$ cat config.mk
export PLATFORM = sky130hd
export DESIGN_NAME = ifst_fifo
export DESIGN_NICKNAME = d
export VERILOG_FILES = /design/src/hdl/assert_macros.svh /design/src/hdl/ifst_pkg.sv /design/src/hdl/ifst_fifo.sv
export SDC_FILE = /design/constraint.sdc
export NUM_CORES = 1
export LEC_CHECK = 0
export BUFFER_PORTS_ARGS = -buffer_cell sky130_fd_sc_hd__buf_2
export CAP_MARGIN = 0
export CELL_PAD_IN_SITES_DETAIL_PLACEMENT = 1
export CELL_PAD_IN_SITES_GLOBAL_PLACEMENT = 2
export CORE_MARGIN = 3
export CORE_UTILIZATION = 45
export DETAILED_ROUTE_END_ITERATION = 10
export PLACE_DENSITY = 0.76
export SYNTH_ARGS = -nofsm -noshare
export SYNTH_HDL_FRONTEND = slang
export SYNTH_SLANG_ARGS = --single-unit
$ cat constraint.sdc
create_clock -name clk -period 5.2 [get_ports clk]
set_input_delay 0 -clock clk [delete_from_list [all_inputs] [get_ports clk]]
set_output_delay 0 -clock clk [all_outputs]
set_load 0.02 [all_outputs]
$ cat src/hdl/assert_macros.svh
// Assertion helpers
`ifndef ASSERT_MACROS_SVH
`define ASSERT_MACROS_SVH
`define ASSERT_IMPL(label, ante, cons) \
    label: assert property (@(posedge clk) disable iff (!rst_n) (ante) |-> (cons)) \
    else $error("assertion failed");
`define ASSERT_NEXT(label, ante, cons) \
    label: assert property (@(posedge clk) disable iff (!rst_n) (ante) |=> (cons)) \
    else $error("assertion failed");
`endif

$ cat src/hdl/ifst_pkg.sv
package ifst_pkg;
    localparam int FLOW_SLOTS_DEF = 256;
    localparam logic [15:0] ETH_TYPE_IPV4 = 16'h0800;
    localparam logic [3:0] IPVERSION = 4'd4;
    localparam logic [7:0] PROTO_TCP = 8'd6;
    localparam logic [7:0] PROTO_UDP = 8'd17;
    localparam logic [17:0] POS_MAX = 18'h3FFFF;
    localparam logic [31:0] PKT_MAX = 32'hFFFFFFFF;
    localparam logic [47:0] BYTES_MAX = 48'hFFFFFFFFFFFF;

    localparam logic [1:0] KIND_COUNTED = 2'd0;
    localparam logic [1:0] KIND_IGNORED = 2'd1;
    localparam logic [1:0] KIND_FULL = 2'd2;
    localparam logic [1:0] KIND_READ = 2'd3;

    // one job handed from the frame parser to the table engine
    typedef struct packed {
        logic        is_read;
        logic        ok;
        logic [7:0]  read_index;
        logic [63:0] key;
        logic [31:0] ports;
        logic [17:0] wire_length;
    } job_t;

    typedef struct packed {
        logic [1:0]  kind;
        logic        entry_valid;
        logic [7:0]  flow_index;
        logic [63:0] key;
        logic [31:0] ports;
        logic [31:0] packets;
        logic [47:0] bytes;
    } result_t;
endpackage

$ cat src/hdl/ifst_fifo.sv
module ifst_fifo
(
    input  logic            clk,
    input  logic            rst_n,
    input  logic            wr_valid,
    output logic            wr_stall,
    input  ifst_pkg::job_t  wr_data,
    output logic            rd_valid,
    input  logic            rd_take,
    output ifst_pkg::job_t  rd_data
);
    import ifst_pkg::*;

    job_t       mem_reg [4];
    logic [1:0] wp_reg, rp_reg;
    logic [2:0] cnt_reg;
    logic       push, pop;

    assign wr_stall = (cnt_reg == 3'd4);
    assign push = wr_valid && !wr_stall;
    assign rd_valid = (cnt_reg != 3'd0);
    assign pop = rd_valid && rd_take;
    assign rd_data = mem_reg[rp_reg];

    always_ff @(posedge clk or negedge rst_n)
    begin
        if (!rst_n)
        begin
            wp_reg <= '0;
            rp_reg <= '0;
            cnt_reg <= '0;
        end
        else
        begin
            if (push)
                wp_reg <= wp_reg + 2'd1;
            if (pop)
                rp_reg <= rp_reg + 2'd1;
            cnt_reg <= cnt_reg + {2'd0, push} - {2'd0, pop};
        end
    end

    always_ff @(posedge clk)
    begin
        if (push)
            mem_reg[wp_reg] <= wr_data;
    end
endmodule

Yosys cells after proc, flatten, opt, wreduce, memory -nomap -nowiden. Memories as Yosys holds them, arrays and structs flattened. Index checks and enable logic that the tools add are counted.

Flip-flop bits (word level): 7. Latch bits: 0. Bits in writable memories: 496. Memory bits (read-only): 0. Bits of input ports: 128. Output and inout port bits: 126. Logic and storage cells: 15. Memories kept: 1.

Memory list: mem_reg (words 4, bits a word 124, rd ports 1, clocked after Yosys merged registers in 0, wr ports 1, RTL line ifst_fifo.sv:14) `job_t mem_reg [4];`.

$add $sub $neg: 4. Multipliers: 0. Divide/modulo/power cells: 0. $lt $le $gt $ge: 0. Equal/unequal tests: 1. Shift-type cells: 0. Multiplexer cells: 2. Bitwise gates (word level): 0. Reduce and logical (&&, ||, !) cells: 4.

Operators by type and width (count): adder 2 x 1 -> 2 bit (second input constant) (2); adder 3 x 1 -> 3 bit (1); equality test 3 bit (second input constant) (1); nonzero test 3 bit (1); subtractor 3 x 1 -> 3 bit (1); logical AND 1 bit (2); 2-to-1 mux 1 bit (2); zero test 1 bit (1).

Logic depth before layout (Yosys ltp).
Depth in word-level cells: 5. Depth in mapped cells: 9. Gate-level depth less buffers: 9.

Worst setup path after synthesis. Ideal clock, no wire load.

Path type: reg2reg. Start point: reg cnt_reg[2]. End point: mem mem_reg[0][0] (netlist bit), enable pin. Setup time: 0.499 ns. Arrival time: 3.641 ns. Required time: 4.701 ns. Setup slack: 1.060 ns. Stages on the path, launching flop included: 3. Path buffers: 0. Period minus slack after synthesis: 4.140 ns. Cells stage by stage: dfrtp_1 -> nor3b_2 -> and3b_1.

Cells in the longest elaborated chain, start to end: 5.

RTL lines: start: declaration (RTL line ifst_fifo.sv:16) `logic [2:0] cnt_reg;`; start signal: assignment (RTL line ifst_fifo.sv:39) `cnt_reg <= cnt_reg + {2'd0, push} - {2'd0, pop};`; equality test 3 bit (RTL line ifst_fifo.sv:19) `assign wr_stall = (cnt_reg == 3'd4);`; via wr_stall (RTL line ifst_fifo.sv:6) `output logic wr_stall,`; zero test 1 bit (RTL line ifst_fifo.sv:20) `assign push = wr_valid && !wr_stall;`; logical AND 1 bit (RTL line ifst_fifo.sv:20); 2-to-1 mux 1 bit (RTL line ifst_fifo.sv:45) `if (push)`; 2-to-1 mux 1 bit (implied by the code) (RTL line ifst_fifo.sv:46) `mem_reg[wp_reg] <= wr_data;`; end: declaration (RTL line ifst_fifo.sv:14).

The timed path passes the listed nets, and every way through them passes these cells.

==> flow_metrics.env <==
export IMPL_finalCriticalPeriod_ns=3.07
export IMPL_arrival_ns=3.07
export IMPL_wl_um=39800
export IMPL_antenna_found_initial=0
export IMPL_setup_tns_ns=0
export IMPL_peakVddDrop_uv=340
export IMPL_ant_nets=0
export IMPL_num_rows=73
export IMPL_post_cts_buffers=0
export IMPL_fin_nets=1240
export IMPL_cts_resized=0
export IMPL_start_util_pct=45.8
export IMPL_end_kind="output pin"
export IMPL_cts_tree="done"
export IMPL_post_route_util_pct=57.6
export IMPL_largest_register_ffs=496
export IMPL_drt_vias_per_instance=5.24
export IMPL_status="complete, no violations"
export IMPL_synth_area_um2=18300
export IMPL_wl_met3_um=1920
export IMPL_ys_seq_area_share_pct=82.3
export IMPL_rsz0062_at_grt="false"
export IMPL_grt_first_pass_wirelength_um=62000
export IMPL_r2r_slack_ns=2.74
export IMPL_cts_buffers=50
export IMPL_drt_initial_drc_count=616
export IMPL_max_cap_violations=0
export IMPL_timing_rr_start="cnt_reg[2]"
export IMPL_clock_skew_ns=0.0115
export IMPL_yosysWarnings=0
export IMPL_clk_path_buf_depth=3
export IMPL_finalPower_mw=13.2
export IMPL_m1WireLength_um=16700
export IMPL_r2r_end="mem_reg[0][1]"
export IMPL_startpoint_type="flip-flop"
export IMPL_crit_start="rp_reg[0]"
export IMPL_crit_required_ns=5.20
export IMPL_coreArea_um2=40000
export IMPL_dp_hpwl_um=22200
export IMPL_path_delay_family="flip-flops"
export IMPL_synth_nets=823
export IMPL_power_density_nw_per_um2=571
export IMPL_grt_pass1_vias=9949
export IMPL_finalSetupViolCount=0
export IMPL_drtPass1Iterations=4
export IMPL_total_leakage_power_nw=7.89
export IMPL_cts_clk_slew_worst_paths_ns=0.06
export IMPL_clkLatencyLatePin_ns=0.58
export IMPL_grt_start_max_net_pins=71
export IMPL_layout_common_cells="edfxtp_1, buf_2, dlygate4sd3_1"
export IMPL_ioPinCount=254
export IMPL_placed_cells=1450
export IMPL_criticalPathCategory="flip-flop to output pin"
export IMPL_critPathCapture="rd_data[46]"
export IMPL_crit_path_cell_trace="buf_4, mux4_2, buf_2"
export IMPL_rr_worst_depth=3
export IMPL_num_vias=8746
export IMPL_hold_depth=2
export IMPL_cp_slowest_cell="dfrtp_4"
export IMPL_yosysUniqueCellTypes=21
export IMPL_syn_to_final_growth_pct=25.7
export IMPL_drv_slew=0
export IMPL_max_stage_delay_ns=1.06
export IMPL_crit_fanout=44
export IMPL_die_y_um=208
export IMPL_wl_per_cell_um=23.8
export IMPL_final_cell_count_no_fill=1668
export IMPL_crit_cells=3
export IMPL_die_area_um2=43200
export IMPL_cts_sinks=503
export IMPL_track_usage_pct=18.8
export IMPL_drive_above_1_share_pct=41.1
export IMPL_portBuffers=253
export IMPL_final_hold_viol_count=0
export IMPL_top_layer="met4"
export IMPL_fin_crit_sh_pct=59.0
export IMPL_cts_root_buf="clkbuf_16"
export IMPL_wl_met2_um=20400
export IMPL_cts_htree_levels=2
export IMPL_final_cell_area_um2=23000
export IMPL_grt_overflow=0
export IMPL_tightest_slew_ns=1.16
export IMPL_synthCells=688
export IMPL_clock_fmax_mhz=326
export IMPL_path_buf_inv=2
export IMPL_hold_path_class="input port to flip-flop"
export IMPL_gp_congestion=0.694
export IMPL_synth_seq_cells=503
export IMPL_cts_hold_buf=128
export IMPL_slew_headroom_pct=22.7
export IMPL_drc=0
export IMPL_final_common_cell="edfxtp_1"
export IMPL_place_area_um2=20200
export IMPL_avgSynthCellArea_um2=26.6
export IMPL_die_w_um=208
how the worst min path moves through the flow:
stage / startpoint / end / slack, ns
floorplan: rst_n / cnt_reg[0] / -0.30
global placement: rst_n / rp_reg[1] / -0.13
detailed placement: rst_n / rp_reg[1] / -0.13
CTS: wr_data[118] / mem_reg[0][118] / 0.13
global route: wr_data[88] / mem_reg[2][88] / 0.17
finish: wr_data[9] / mem_reg[1][9] / 0.17
cell families (layout without fill, tap and decap cells):
logic type / after synthesis / count (layout) / share of synthesized area (%)
fa+ha+maj: 7 / 7 / 0.519
simple gates: 13 / 13 / 0.574
xor+xnor: 4 / 4 / 0.191
mux: 124 / 124 / 15.2
compound gates: 4 / 4 / 0.178
other cells: 0 / 1 / 0
flops: 503 / 503 / 82.3
buf+inv: 33 / 487 / 1.04
power breakdown:
part	leakage, nW	switching (mW)	total, mW	internal (mW)
Sequential	4.62	0.440	5.79	5.35
Combinational	2.52	2.35	4.03	1.68
Clock	0.739	1.48	3.34	1.87
layout make-up:
| class | count | area [um^2] |
|---|---|---|
| repair buffers | 393 | 2690 |
| clock inverters | 32 | 235 |
| clock buffers | 57 | 1280 |
| multi-input cells | 152 | 3080 |
| well taps | 525 | 657 |
| fillers | 3433 | 17000 |
| flip-flops and latches | 503 | 15100 |
| inverters | 5 | 18.8 |
| diodes | 1 | 2.50 |
cell usage after synthesis:
cell	count	area [um^2]
nor3b_2	1	12.5
buf_4	1	7.51
mux4_2	124	2790
or3_1	1	6.26
fa_1	1	20.0
xnor2_1	3	26.3
nand2_1	1	3.75
buf_2	15	75.1
and3b_1	4	35.0
buf_6	6	67.6
edfxtp_1	496	14900
o311ai_0	1	8.76
ha_1	6	75.1
clkbuf_1	6	22.5
xor2_1	1	8.76
o31a_1	1	8.76
dfrtp_1	7	175
nand2b_1	4	25.0
o211ai_1	2	15.0
inv_1	5	18.8
nand4bb_1	2	22.5
per-stage QoR:
step	hold slack (ns)	setup slack [ns]
after global routing	0.167	1.85
after CTS	0.127	1.92
final	0.175	2.13
after detailed placement	-0.134	2.59
after global placement	-0.131	2.59
after floorplan	-0.296	1.06
routing by layer:
metal / GRT usage [%] / up-vias
met5: 0 / -
met4: 4.93 / 0
met3: 3.46 / 50
met2: 31.3 / 252
met1: 26.0 / 4627
li1: - / 3817
worst reg2reg max path: stages (launching register included):
cell     delay, ns
dfrtp_1       0.46
nor3b_2       0.24
and3b_4       0.54
buf_4         0.72
Note: power is estimated with default switching activity, not from simulation.
