==> config.mk <==
export PLATFORM = sky130hd
export DESIGN_NAME = ifst_parser
export DESIGN_NICKNAME = d
export VERILOG_FILES = /design/src/hdl/assert_macros.svh /design/src/hdl/ifst_pkg.sv /design/src/hdl/ifst_parser.sv
export SDC_FILE = /design/constraint.sdc
export NUM_CORES = 1
export LEC_CHECK = 0
export ABC_AREA = 1
export BUFFER_PORTS_ARGS = -buffer_cell sky130_fd_sc_hd__buf_2
export CAP_MARGIN = 40
export CORE_MARGIN = 2
export CORE_UTILIZATION = 38
export CTS_CLUSTER_DIAMETER = 200
export DETAILED_ROUTE_END_ITERATION = 10
export GPL_TIMING_DRIVEN = 0
export SYNTH_ARGS = -nofsm -noshare
export SYNTH_HDL_FRONTEND = slang
export SYNTH_SLANG_ARGS = --single-unit
==> constraint.sdc <==
create_clock -name clk -period 16.8 [get_ports clk]
set_input_delay 3.36 -clock clk [delete_from_list [all_inputs] [get_ports clk]]
set_output_delay 3.36 -clock clk [all_outputs]
set_load 0.005 [all_outputs]
==> src/hdl/assert_macros.svh <==
// Assertion helpers
`ifndef ASSERT_MACROS_SVH
`define ASSERT_MACROS_SVH
`define ASSERT_IMPL(label, ante, cons) \
    label: assert property (@(posedge clk) disable iff (!rst_n) (ante) |-> (cons)) \
    else $error("assertion failed");
`define ASSERT_NEXT(label, ante, cons) \
    label: assert property (@(posedge clk) disable iff (!rst_n) (ante) |=> (cons)) \
    else $error("assertion failed");
`endif

==> src/hdl/ifst_pkg.sv <==
package ifst_pkg;
    localparam int FLOW_SLOTS_DEF = 256;
    localparam logic [15:0] ETH_TYPE_IPV4 = 16'h0800;
    localparam logic [3:0] IPVERSION = 4'd4;
    localparam logic [7:0] PROTO_TCP = 8'd6;
    localparam logic [7:0] PROTO_UDP = 8'd17;
    localparam logic [17:0] POS_MAX = 18'h3FFFF;
    localparam logic [31:0] PKT_MAX = 32'hFFFFFFFF;
    localparam logic [47:0] BYTES_MAX = 48'hFFFFFFFFFFFF;

    localparam logic [1:0] KIND_COUNTED = 2'd0;
    localparam logic [1:0] KIND_IGNORED = 2'd1;
    localparam logic [1:0] KIND_FULL = 2'd2;
    localparam logic [1:0] KIND_READ = 2'd3;

    // one job handed from the frame parser to the table engine
    typedef struct packed {
        logic        is_read;
        logic        ok;
        logic [7:0]  read_index;
        logic [63:0] key;
        logic [31:0] ports;
        logic [17:0] wire_length;
    } job_t;

    typedef struct packed {
        logic [1:0]  kind;
        logic        entry_valid;
        logic [7:0]  flow_index;
        logic [63:0] key;
        logic [31:0] ports;
        logic [31:0] packets;
        logic [47:0] bytes;
    } result_t;
endpackage

==> src/hdl/ifst_parser.sv <==
module ifst_parser
(
    input  logic            clk,
    input  logic            rst_n,
    input  logic            in_valid,
    output logic            in_stall,
    input  logic            op,
    input  logic [7:0]      packet_byte,
    input  logic            last_byte,
    input  logic [17:0]     wire_length,
    input  logic [7:0]      read_index,
    output logic            job_valid,
    input  logic            job_stall,
    output ifst_pkg::job_t  job
);
    import ifst_pkg::*;

    logic [17:0] pos_reg, pos_next;
    logic [63:0] addr_reg, addr_next;
    logic [31:0] ports_reg, ports_next;
    logic [3:0]  ihl_reg, ihl_next;
    logic        qual_reg, qual_next;
    logic        jv_reg, jv_next;
    job_t        job_reg, job_next;
    logic        take, emit;
    logic [3:0]  ihl;
    logic [18:0] port_off, cnt;

    assign in_stall = jv_reg && job_stall;
    assign take = in_valid && !in_stall;
    assign job_valid = jv_reg;
    assign job = job_reg;

    always_comb
    begin
        pos_next = pos_reg;
        addr_next = addr_reg;
        ports_next = ports_reg;
        ihl_next = ihl_reg;
        qual_next = qual_reg;
        job_next = job_reg;
        emit = 1'b0;
        ihl = (pos_reg == 18'd14) ? packet_byte[3:0] : ihl_reg;
        port_off = 19'd14 + {13'd0, ihl, 2'b00};
        cnt = {1'b0, pos_reg} + 19'd1;
        if (take)
        begin
            if (op)
            begin
                emit = 1'b1;
                job_next = '0;
                job_next.is_read = 1'b1;
                job_next.read_index = read_index;
            end
            else
            begin
                if (pos_reg == 18'd12 && packet_byte != ETH_TYPE_IPV4[15:8])
                    qual_next = 1'b0;
                if (pos_reg == 18'd13 && packet_byte != ETH_TYPE_IPV4[7:0])
                    qual_next = 1'b0;
                if (pos_reg == 18'd14)
                begin
                    if (packet_byte[7:4] != IPVERSION)
                        qual_next = 1'b0;
                    ihl_next = ihl;
                end
                if (pos_reg == 18'd23 && packet_byte != PROTO_TCP
                    && packet_byte != PROTO_UDP)
                    qual_next = 1'b0;
                if (pos_reg >= 18'd26 && pos_reg <= 18'd33)
                    addr_next = {addr_reg[55:0], packet_byte};
                if ({1'b0, pos_reg} >= port_off && {1'b0, pos_reg} < port_off + 19'd4)
                    ports_next = {ports_reg[23:0], packet_byte};
                if (last_byte)
                begin
                    emit = 1'b1;
                    job_next.is_read = 1'b0;
                    job_next.read_index = '0;
                    job_next.ok = qual_next && cnt >= 19'd34 && cnt >= port_off + 19'd4;
                    job_next.key = addr_next;
                    job_next.ports = ports_next;
                    job_next.wire_length = wire_length;
                    pos_next = '0;
                    addr_next = '0;
                    ports_next = '0;
                    ihl_next = '0;
                    qual_next = 1'b1;
                end
                else if (pos_reg < POS_MAX)
                    pos_next = pos_reg + 18'd1;
            end
        end
        jv_next = emit ? 1'b1 : (job_stall ? jv_reg : 1'b0);
    end

    always_ff @(posedge clk or negedge rst_n)
    begin
        if (!rst_n)
        begin
            pos_reg <= '0;
            addr_reg <= '0;
            ports_reg <= '0;
            ihl_reg <= '0;
            qual_reg <= 1'b1;
            jv_reg <= 1'b0;
        end
        else
        begin
            pos_reg <= pos_next;
            addr_reg <= addr_next;
            ports_reg <= ports_next;
            ihl_reg <= ihl_next;
            qual_reg <= qual_next;
            jv_reg <= jv_next;
        end
    end

    always_ff @(posedge clk)
    begin
        job_reg <= job_next;
    end
endmodule

# [Yosys cells after proc, flatten, opt, wreduce, memory -nomap -nowiden]
# Cells that the tools add are included.
[word_totals] wordCells=76 in_bits=40 output_inout_bits=126 register_bits=244
[op_classes] mux=24 order_cmp=7 n_bitwise=1 n_eq_ne=9 reduce_logical=19 addsub=4
[ops] operator="$mux W64" n=2
[ops] operator="$mux W124" n=1
[ops] operator="$mux W122" n=1
[ops] operator="$mux W32" n=2
[ops] operator="$eq A18 B4 Y1 const B" n=3
[ops] operator="$mux W18" n=2
[ops] operator="$add A18 B1 Y19 const B" n=1
[ops] operator="$ge A19 B6 Y1 const B" n=1
[ops] operator="$ge A19 B8 Y1" n=1
[ops] operator="$lt A18 B19 Y1" n=1
[ops] operator="$add A18 B1 Y18 const B" n=1
[ops] operator="$eq A18 B5 Y1 const B" n=1
[ops] operator="$ge A18 B5 Y1 const B" n=1
[ops] operator="$ge A18 B7 Y1" n=1
[ops] operator="$le A18 B6 Y1 const B" n=1
[ops] operator="$lt A18 B18 Y1 const B" n=1
[ops] operator="$mux W1" n=13
[ops] operator="$mux W4" n=3
[ops] operator="$logic_and A1 B1 Y1" n=10
[ops] operator="$add A7 B3 Y8 const B" n=1
[ops] operator="$ne A8 B3 Y1 const B" n=1
[ops] operator="$ne A8 B4 Y1 const B" n=1
[ops] operator="$ne A8 B5 Y1 const B" n=1
[ops] operator="$reduce_bool A8 Y1" n=1
[ops] operator="other kinds (8)" n=12

# [Depth between registers and ports, before layout]
[logic_depth] depth_word=13 ltp_mapped=27 ltp_nobuf=27

# [Worst setup path before layout]
# OpenSTA, ideal clock, no wires.
[synth_timing] path_kind="input port to flip-flop" startpoint="in op" endpoint="reg job_reg (netlist bit job[0]) (enable)" n_path_buf=2 slack_ns=7.046 setup_time_ns=0.608 arrival_ns=9.146 path_stages=4 required_time_ns=16.192 path_cell_list="clkbuf_1 -> clkbuf_1 -> nor2_1 -> nor2_1"
[synth_via] elab_chain_len=2
[synth_lines] element="start: declaration" line_no="ifst_parser.sv:7" text="input logic op,"
[synth_lines] element="$reduce_bool A2 Y1 (no line)"
[synth_lines] element="$reduce_and A2 Y1 (no line)"
[synth_lines] element="end signal: assignment" line_no="ifst_parser.sv:120" text="job_reg <= job_next;"
[synth_lines] element="end: declaration" line_no="ifst_parser.sv:24" text="job_t job_reg, job_next;"
# No other way between the ends.
# A chain may end at the register's enable or synchronous reset.

# [Worst setup path after layout]
[layout_timing] startpoint="in job_stall" endpoint="out in_stall"
[layout_via] elab_chain_len=1
[layout_lines] element="start: declaration" line_no="ifst_parser.sv:13" text="input logic job_stall,"
[layout_lines] element="$logic_and A1 B1 Y1" line_no="ifst_parser.sv:29" text="assign in_stall = jv_reg && job_stall;"
[layout_lines] element="end: declaration" line_no="ifst_parser.sv:6" text="output logic in_stall,"
# No other way between the ends.

==> metrics.csv <==
metric,value,unit
synth-main-ff-cell,edfxtp_1,
post_place_cell_area,13630,µm²
postSynthAreaPerCell,9.006,µm²
hold_slack,0.4782,ns
dp.cells,1925,
finish.instance_area,14670,µm²
netlist.area_leader.share,0.3058,
drt_pre_antenna_iters,5,
core.rowCount,65,
total_power,1.784,mW
clock_insertion_delay_worst_skew,0.54,ns
final_layout_size_suffix_gt1_frac,0.2337,
max_fo_critical_path,2,
layout_worst_path_cycle_share,0.4199,
critPathArrivalTime,3.69,ns
leakage_power,6.682,nW
boundaryPins,166,
finalMaxSlewViolations,0,
grt-ovfl-total,0,
combinationalPowerShare,0.191,
grt_pass1_wl,48.38,mm
post-synth-top-area-cell,edfxtp_1,
area.sequential,6728,µm²
die_height,183.0,µm
clk_path_buf_depth,3,
drt_iter0_drc,685,
drt.antenna.violating_nets,0,
sw_frac_of_total,0.2861,
cts_inserted_buffers,28,
vias,9507,
worst_clock_skew,0.02346,ns
hpwl,22.02,mm
async_reset_ff_frac,0.4918,
slew-limit-headroom,0.4380,
pwr-share-clk,0.384,
final_cells,1977,
layout_common_cells,"nand2_1 (311), nor2_1 (196), inv_1 (177)",
via_count_of_the_first_global_routing_pass,9304,
cts.sinks,244,
clkTransAtPathRegs,0.06,ns
synth_seq_cells,244,
n_antenna_cell,0,
drcViolationCount,0,
postCtsResizedCells,0,
internal_power,1.274,mW
die_w,183.0,µm
syn-instance-count,1352,
worst_hold_path_type,reg -> reg,
finalHoldViolCount,0,
part_of_the_yosys_area_used_for_sequential_elements,0.5525,
fillers,3042,
status,finished clean,
grt.total_usage,0.1802,
grt_setup_unrepaired,false,
cts_root_buf,clkbuf_16,
edff_count_synth,124,
h-tree-depth,1,
vias_per_cell,4.809,
fp.dieArea,33490,µm²
syn_area,12180,µm²
cts_post_setup_buffers_inserted,0,
setup_tns,0,ns
most_common_library_cell_in_the_layout_ignoring_fill_and_taps,nand2_1,
post_synth_num_cell_types,37,
multi_input_area,4335,µm²
timing.final.crit_period,7.055,ns
worstMarginPinSlew,0.8430,ns
synthesis.yosys.warnings,0,
finish.net_count,1617,
cts_hold_repair.buffers,0,
post_drt_wl_per_cell,15.28,µm
finalSetupViolations,0,
type_of_the_setup_path_with_the_least_slack,in -> out,
initial_core_util,0.3859,
grt_start_max_net_pins,83,
net-switching-power,0.5105,mW
largest_register_ffs,124,
cts_tree,yes,
antenna_found_initial,0,
max_clock_freq,0.1417,GHz
launching_element_type_of_the_critical_path,input port,
port_buffers,165,
drv_cap,0,
area_delta_synth_final,20.47,%
critPathRequiredTime,13.44,ns
seqPwrFrac,0.425,
cp-end-kind,output pin,
power_density,121.6,nW/µm²
vdd.ir_drop.worst,0.07954,mV
floorplan.core_area,31560,µm²
totalWireLength,30.21,mm
post_synth_main_area_contributors,"edfxtp_1 (31%), dfrtp_1 (24%), nand2_1 (9.6%)",
finalWeightedCongestion,0.8875,
## critical path: stages
cell	delay [ns]
buf_2	0.09
nand2_1	0.07
inv_1	0.05
buf_2	0.12
## final timing paths
kind / start / to / slack, ns / cells after the start
max: job_stall / in_stall / 9.75 / 4
min: ports_reg[22] / ports_reg[22] / 0.48 / 2
max reg2reg: pos_reg[0] / job[22] / 12.72 / 25
min reg2reg: ports_reg[22] / ports_reg[22] / 0.48 / 2
max in group asynchronous: rst_n / addr_reg[34] / 13.27 / 2
min in group asynchronous: rst_n / ports_reg[1] / 2.73 / 1
## cell usage after synthesis, types with 4 or more instances
cell,n
a21oi_2,57
nor2_1,197
buf_2,8
inv_2,5
nand4_1,9
o21ai_2,4
o22ai_2,10
buf_4,4
dfrtp_1,119
a21oi_1,8
o21ai_1,64
nand2_2,6
ha_1,24
nor3_1,5
buf_12,9
o21ai_0,15
edfxtp_1,124
o22ai_1,9
clkbuf_1,28
nand3_1,98
nor2_4,5
nor2_2,33
buf_6,4
inv_1,177
nand2_1,311
## power by group through the flow
| stage | logic, mW | clock network (mW) | registers, mW |
|---|---|---|---|
| floorplan | 0.227 | 0 | 0.767 |
| global placement | 0.334 | 0 | 0.772 |
| detailed placement | 0.343 | 0 | 0.769 |
| CTS | 0.345 | 0.698 | 0.758 |
| global route | 0.393 | 0.725 | 0.767 |
| finish | 0.342 | 0.685 | 0.758 |
## cell type report
type,count,share of cell area
Multi-Input combinational cell,869,0.2955
Tap cell,402,0.03429
Inverter,182,0.04657
Timing Repair Buffer,170,0.06406
Sequential cell,244,0.4586
Buffer,58,0.03011
Clock inverter,17,0.01979
Clock buffer,35,0.05101
## metrics by stage
| stage | util | setup WS (ns) |
|---|---|---|
| 2_1_floorplan | - | 7.046 |
| 3_3_place_gp | 0.4281 | 3.771 |
| 3_5_place_dp | 0.4320 | 9.744 |
| 4_1_cts | 0.4649 | 9.743 |
| 5_1_grt | 0.4649 | 9.701 |
| 6_report | 0.4649 | 9.745 |
## cells by family (layout without fill, tap and decap cells)
logic type | Yosys count | count (layout) | share of synthesized area
fa+ha+maj | 24 | 24 | 0.02466
simple gates | 673 | 673 | 0.2337
compound gates | 169 | 169 | 0.09577
other cells | 1 | 2 | 0.0003080
flops | 244 | 244 | 0.5525
buf+inv | 240 | 462 | 0.09238
xor+xnor | 1 | 1 | 0.0007194
## layer usage
layer,wire length [µm],global-route usage
met5,0,0
met4,658,0.04960
met3,1223,0.02303
met2,14470,0.3053
met1,13850,0.2441
(Power assumes the default switching activity.)
